**src/rtl/rsi_sqrt_pipe.sv**
```systemverilog
// pipelined floor square root, one root bit per register stage
// carries an opaque payload alongside; depends on nothing else
`timescale 1ns / 1ps
module rsi_sqrt_pipe #(
  parameter int RW = 16,
  parameter int PW = 1
) (
  input  logic            clk,
  input  logic            rst_n,
  input  logic            in_valid,
  input  logic [2*RW-1:0] in_rad,
  input  logic [PW-1:0]   in_pay,
  output logic            out_valid,
  output logic [RW-1:0]   out_root,
  output logic [PW-1:0]   out_pay
);

  logic              v_r    [RW];
  logic [2*RW-1:0]   x_r    [RW];
  logic [RW:0]       rem_r  [RW];
  logic [RW-1:0]     root_r [RW];
  logic [PW-1:0]     pay_r  [RW];

  for (genvar k = 0; k < RW; k++) begin : g_stage
    logic            v_in;
    logic [2*RW-1:0] x_in;
    logic [RW:0]     rem_in;
    logic [RW-1:0]   root_in;
    logic [PW-1:0]   pay_in;
    logic [RW+2:0]   sh;
    logic [RW+2:0]   trial;
    logic [RW:0]     rem_nxt;
    logic [RW-1:0]   root_nxt;

    if (k == 0) begin : g_head
      assign v_in    = in_valid;
      assign x_in    = in_rad;
      assign rem_in  = '0;
      assign root_in = '0;
      assign pay_in  = in_pay;
    end else begin : g_body
      assign v_in    = v_r[k-1];
      assign x_in    = x_r[k-1];
      assign rem_in  = rem_r[k-1];
      assign root_in = root_r[k-1];
      assign pay_in  = pay_r[k-1];
    end

    always_comb begin
      sh    = {rem_in, x_in[2*RW-1 -: 2]};
      trial = {1'b0, root_in, 2'b01};
      if (sh >= trial) begin
        rem_nxt  = (RW+1)'(sh - trial);
        root_nxt = {root_in[RW-2:0], 1'b1};
      end else begin
        rem_nxt  = sh[RW:0];
        root_nxt = {root_in[RW-2:0], 1'b0};
      end
    end

    always_ff @(posedge clk) begin
      if (!rst_n) begin
        v_r[k] <= 1'b0;
      end else begin
        v_r[k] <= v_in;
      end
    end

    always_ff @(posedge clk) begin
      x_r[k]    <= x_in << 2;
      rem_r[k]  <= rem_nxt;
      root_r[k] <= root_nxt;
      pay_r[k]  <= pay_in;
    end
  end

  assign out_valid = v_r[RW-1];
  assign out_root  = root_r[RW-1];
  assign out_pay   = pay_r[RW-1];

endmodule

```
**config.mk**
```make
export PLATFORM = sky130hd
export DESIGN_NAME = rsi_sqrt_pipe
export DESIGN_NICKNAME = d
export VERILOG_FILES = /design/src/rtl/rsi_sqrt_pipe.sv
export SDC_FILE = /design/constraint.sdc
export NUM_CORES = 1
export LEC_CHECK = 0
export BUFFER_PORTS_ARGS = -buffer_cell sky130_fd_sc_hd__buf_2
export CAP_MARGIN = 30
export CORE_ASPECT_RATIO = 1.1
export CORE_UTILIZATION = 65
export DETAILED_ROUTE_END_ITERATION = 12
export GPL_TIMING_DRIVEN = 0
export PLACE_DENSITY = 0.82
export SYNTH_ARGS = -nofsm -noshare
export SYNTH_HDL_FRONTEND = slang
export SYNTH_SLANG_ARGS = --single-unit
export TNS_END_PERCENT = 1
```
**constraint.sdc**
```tcl
create_clock -name clk -period 7.5 [get_ports clk]
set_clock_uncertainty 0.05 [all_clocks]
set_input_delay 1.875 -clock clk [delete_from_list [all_inputs] [get_ports clk]]
set_output_delay 1.875 -clock clk [all_outputs]
set_load 0.1 [all_outputs]
```
==> reports/results.tsv <==
metric	value	unit
status	completed	
postRouteAntennaNets	0	
finalMaxSlewViolations	0	
synth-xor-area-share	5.797	%
nets	2484	
path_cells	inv_1, ha_1, o21a_1, o21ai_0, a211oi_1, nor3_1, o211ai_1, clkbuf_1, o21ai_0, o21ai_0	
yosys_warnings	0	
core_area	34380	µm²
gp_congestion	0.9294	
synth_fa_ha_area_share	8.336	%
num_vias	15540	
cts-resized-gates	0	
die_w	180.6	µm
port-buffer-count	53	
setup_slack	4.121	ns
synth_top_family_by_area	simple AND/OR/NAND/NOR gates	
die-height	198.5	µm
cp_slowest_cell	o211ai_1	
num_rows	71	
wl_per_cell	16.22	µm
layout-drive-gt1-share	8.994	%
antenna_found_initial	0	
final-seq-area	12910	µm²
synth-seq-cells	645	
endpoint_kind	flip-flop	
n_antenna_cell	0	
fin_crit_sh	45.05	%
pwr-share-seq	46.4	%
ys_seq_area_share	56.60	%
hp-class	reg -> reg	
max-slew-margin-rel	41.28	%
clock-sinks	645	
synth.distinct_cells	70	
synthCells	2181	
p_sw	2.826	mW
grtUsageTotal	25.32	%
required	7.96	ns
cts.path.max_buffers	3	
firstDrtPassIters	5	
power_density	371.3	nW/µm²
final.fill_count	2323	
multi_input_area	9064	µm²
netlist_area	22810	µm²
comb_power_share	20.8	%
cts_max_level	2	
hold_buffers	0	
synth.avg_cell_area	10.46	µm²
layout_common_cells	dfxtp_1 (645), inv_1 (184), nor2_1 (154)	
cts_setup_buffers	0	
yosys.area_share.simple	12.66	%
final_common_cell	dfxtp_1	
via_per_inst	5.581	
numCtsBuffers	58	
synthFlopType	dfxtp_1	
drt_iter0_markers	939	
clk_latency	0.64	ns
grt_pass1_vias	15450	
critical_path.most_common_cell	o21ai_0	
grt_pass1_wl	73400	µm
dieArea	35850	µm²
cp_top_family	compound AO/OA/AOI/OAI gates	
dp_slack	4.203	ns
wirelength	45150	µm
post-dp-hpwl	31560	µm
fmax	0.2959	GHz
leakagePower	12.12	nW
overflow	0	
drv_cap	0	
cp_num_buf_inv	2	
clockPowerShare	32.8	%
finalSetupTns	0	ns
clk_pin_slew	0.07	ns
async_reset_ff_share	0	%
finalSetupViolCount	0	
clockRootBuffer	clkbuf_16	
tightestPinTransition	0.8808	ns
synth_nets	2369	
fin_hold_ws	0.2690	ns
start_util	66.36	%
rsz0062_at_grt	false	
max_stage_delay	0.67	ns
startpoint_type	flip-flop	
p_int	6.737	mW
synth-compound-area-share	11.24	%
critPathMaxFanout	10	
period_needed	3.379	ns
arrival	3.84	ns
critical_path_class	reg -> reg	
drcViolationCount	0	
ios	54	
ir_drop	284.8	µV
finalHoldViolCount	0	
p_sw_share	29.55	%
synth_edf_count	0	
synthMuxAreaShare	1.684	%
grt_max_degree	19	
cts_tree	done	
syn_to_final_growth	12.88	%
cells in the mapped netlist, types with 8 or more instances:
master | n | area share (%)
nor2_1 | 154 | 2.5
ha_1 | 152 | 8.3
nand4_1 | 20 | 0.55
nor3_1 | 56 | 1.2
nor2b_1 | 32 | 0.88
a21o_1 | 39 | 1.3
mux2i_1 | 8 | 0.35
nand3_1 | 31 | 0.68
mux2_2 | 27 | 1.3
nand3b_1 | 8 | 0.26
o21ai_0 | 103 | 2.3
xor2_1 | 69 | 2.6
o21a_1 | 45 | 1.5
xnor2_1 | 82 | 3.1
clkbuf_1 | 32 | 0.53
a211oi_1 | 10 | 0.33
nand2b_1 | 27 | 0.74
inv_1 | 184 | 3.0
a21oi_1 | 129 | 2.8
or3_1 | 15 | 0.41
and2_1 | 22 | 0.60
nor4_1 | 37 | 1.0
dfxtp_1 | 645 | 57
or4_1 | 10 | 0.33
nand2_1 | 112 | 1.8
o31ai_1 | 15 | 0.49
power groups by stage:
stage / logic (mW) / clock network (mW) / registers [mW]
2_1_floorplan: 1.49 / 0 / 4.43
3_3_place_gp: 1.87 / 0 / 4.48
3_5_place_dp: 1.93 / 0 / 4.50
4_1_cts: 1.97 / 3.19 / 4.44
5_1_grt: 2.21 / 3.32 / 4.50
6_report: 1.99 / 3.13 / 4.44
cells by family (layout without fill, tap and decap cells):
family	after synthesis	in the layout
AO/OA/AOI/OAI	411	411
AND/OR/NAND/NOR	566	566
multiplexers	35	35
XOR/XNOR	151	151
adder cells (fa/ha/maj)	152	152
buffers and inverters	220	385
flip-flops	645	645
other	1	1
flip-flops by register name (all words and copies together), names as in the netlist:
signal / count
x_r: 240
pay_r: 16
rem_r: 237
root_r: 136
v_r: 16
per-layer routing:
metal	vias to the layer above	global-route usage [%]	wire, µm
li1	7678	-	-
met1	7386	29.57	19230
met2	356	46.60	22720
met3	118	3.552	1880
met4	0	10.41	1320
met5	-	0	0
worst paths after layout:
path,from,endpoint,slack [ns],cells after the start
setup / recovery,root_r[1][16],rem_r[1][44],4.12,10
setup reg to reg,root_r[1][16],rem_r[1][44],4.12,10
hold reg to reg,x_r[0][192],x_r[0][224],0.27,0
hold / removal,x_r[0][192],x_r[0][224],0.27,0
final cells by class:
class	count	area share, %
sequential	645	50.14
clock inverter	37	1.885
inverter	184	2.682
timing repair buffer	55	1.079
multi-input combinational	1316	35.19
tap	438	2.128
clock buffer	73	6.321
buffer	36	0.5733
through the flow:
| step | std cells | power (mW) | area [µm²] | utilization, % |
|---|---|---|---|---|
| finish | 2784 | 9.563 | 25750 | 74.91 |
| global route | 2784 | 10.04 | 25750 | 74.91 |
| CTS | 2784 | 9.599 | 25750 | 74.91 |
| detailed placement | 2674 | 6.429 | 23640 | 68.76 |
| global placement | 2672 | 6.346 | 23630 | 68.73 |
| floorplan | 2181 | 5.917 | 22810 | - |
Power figures use the tool's default switching activity.
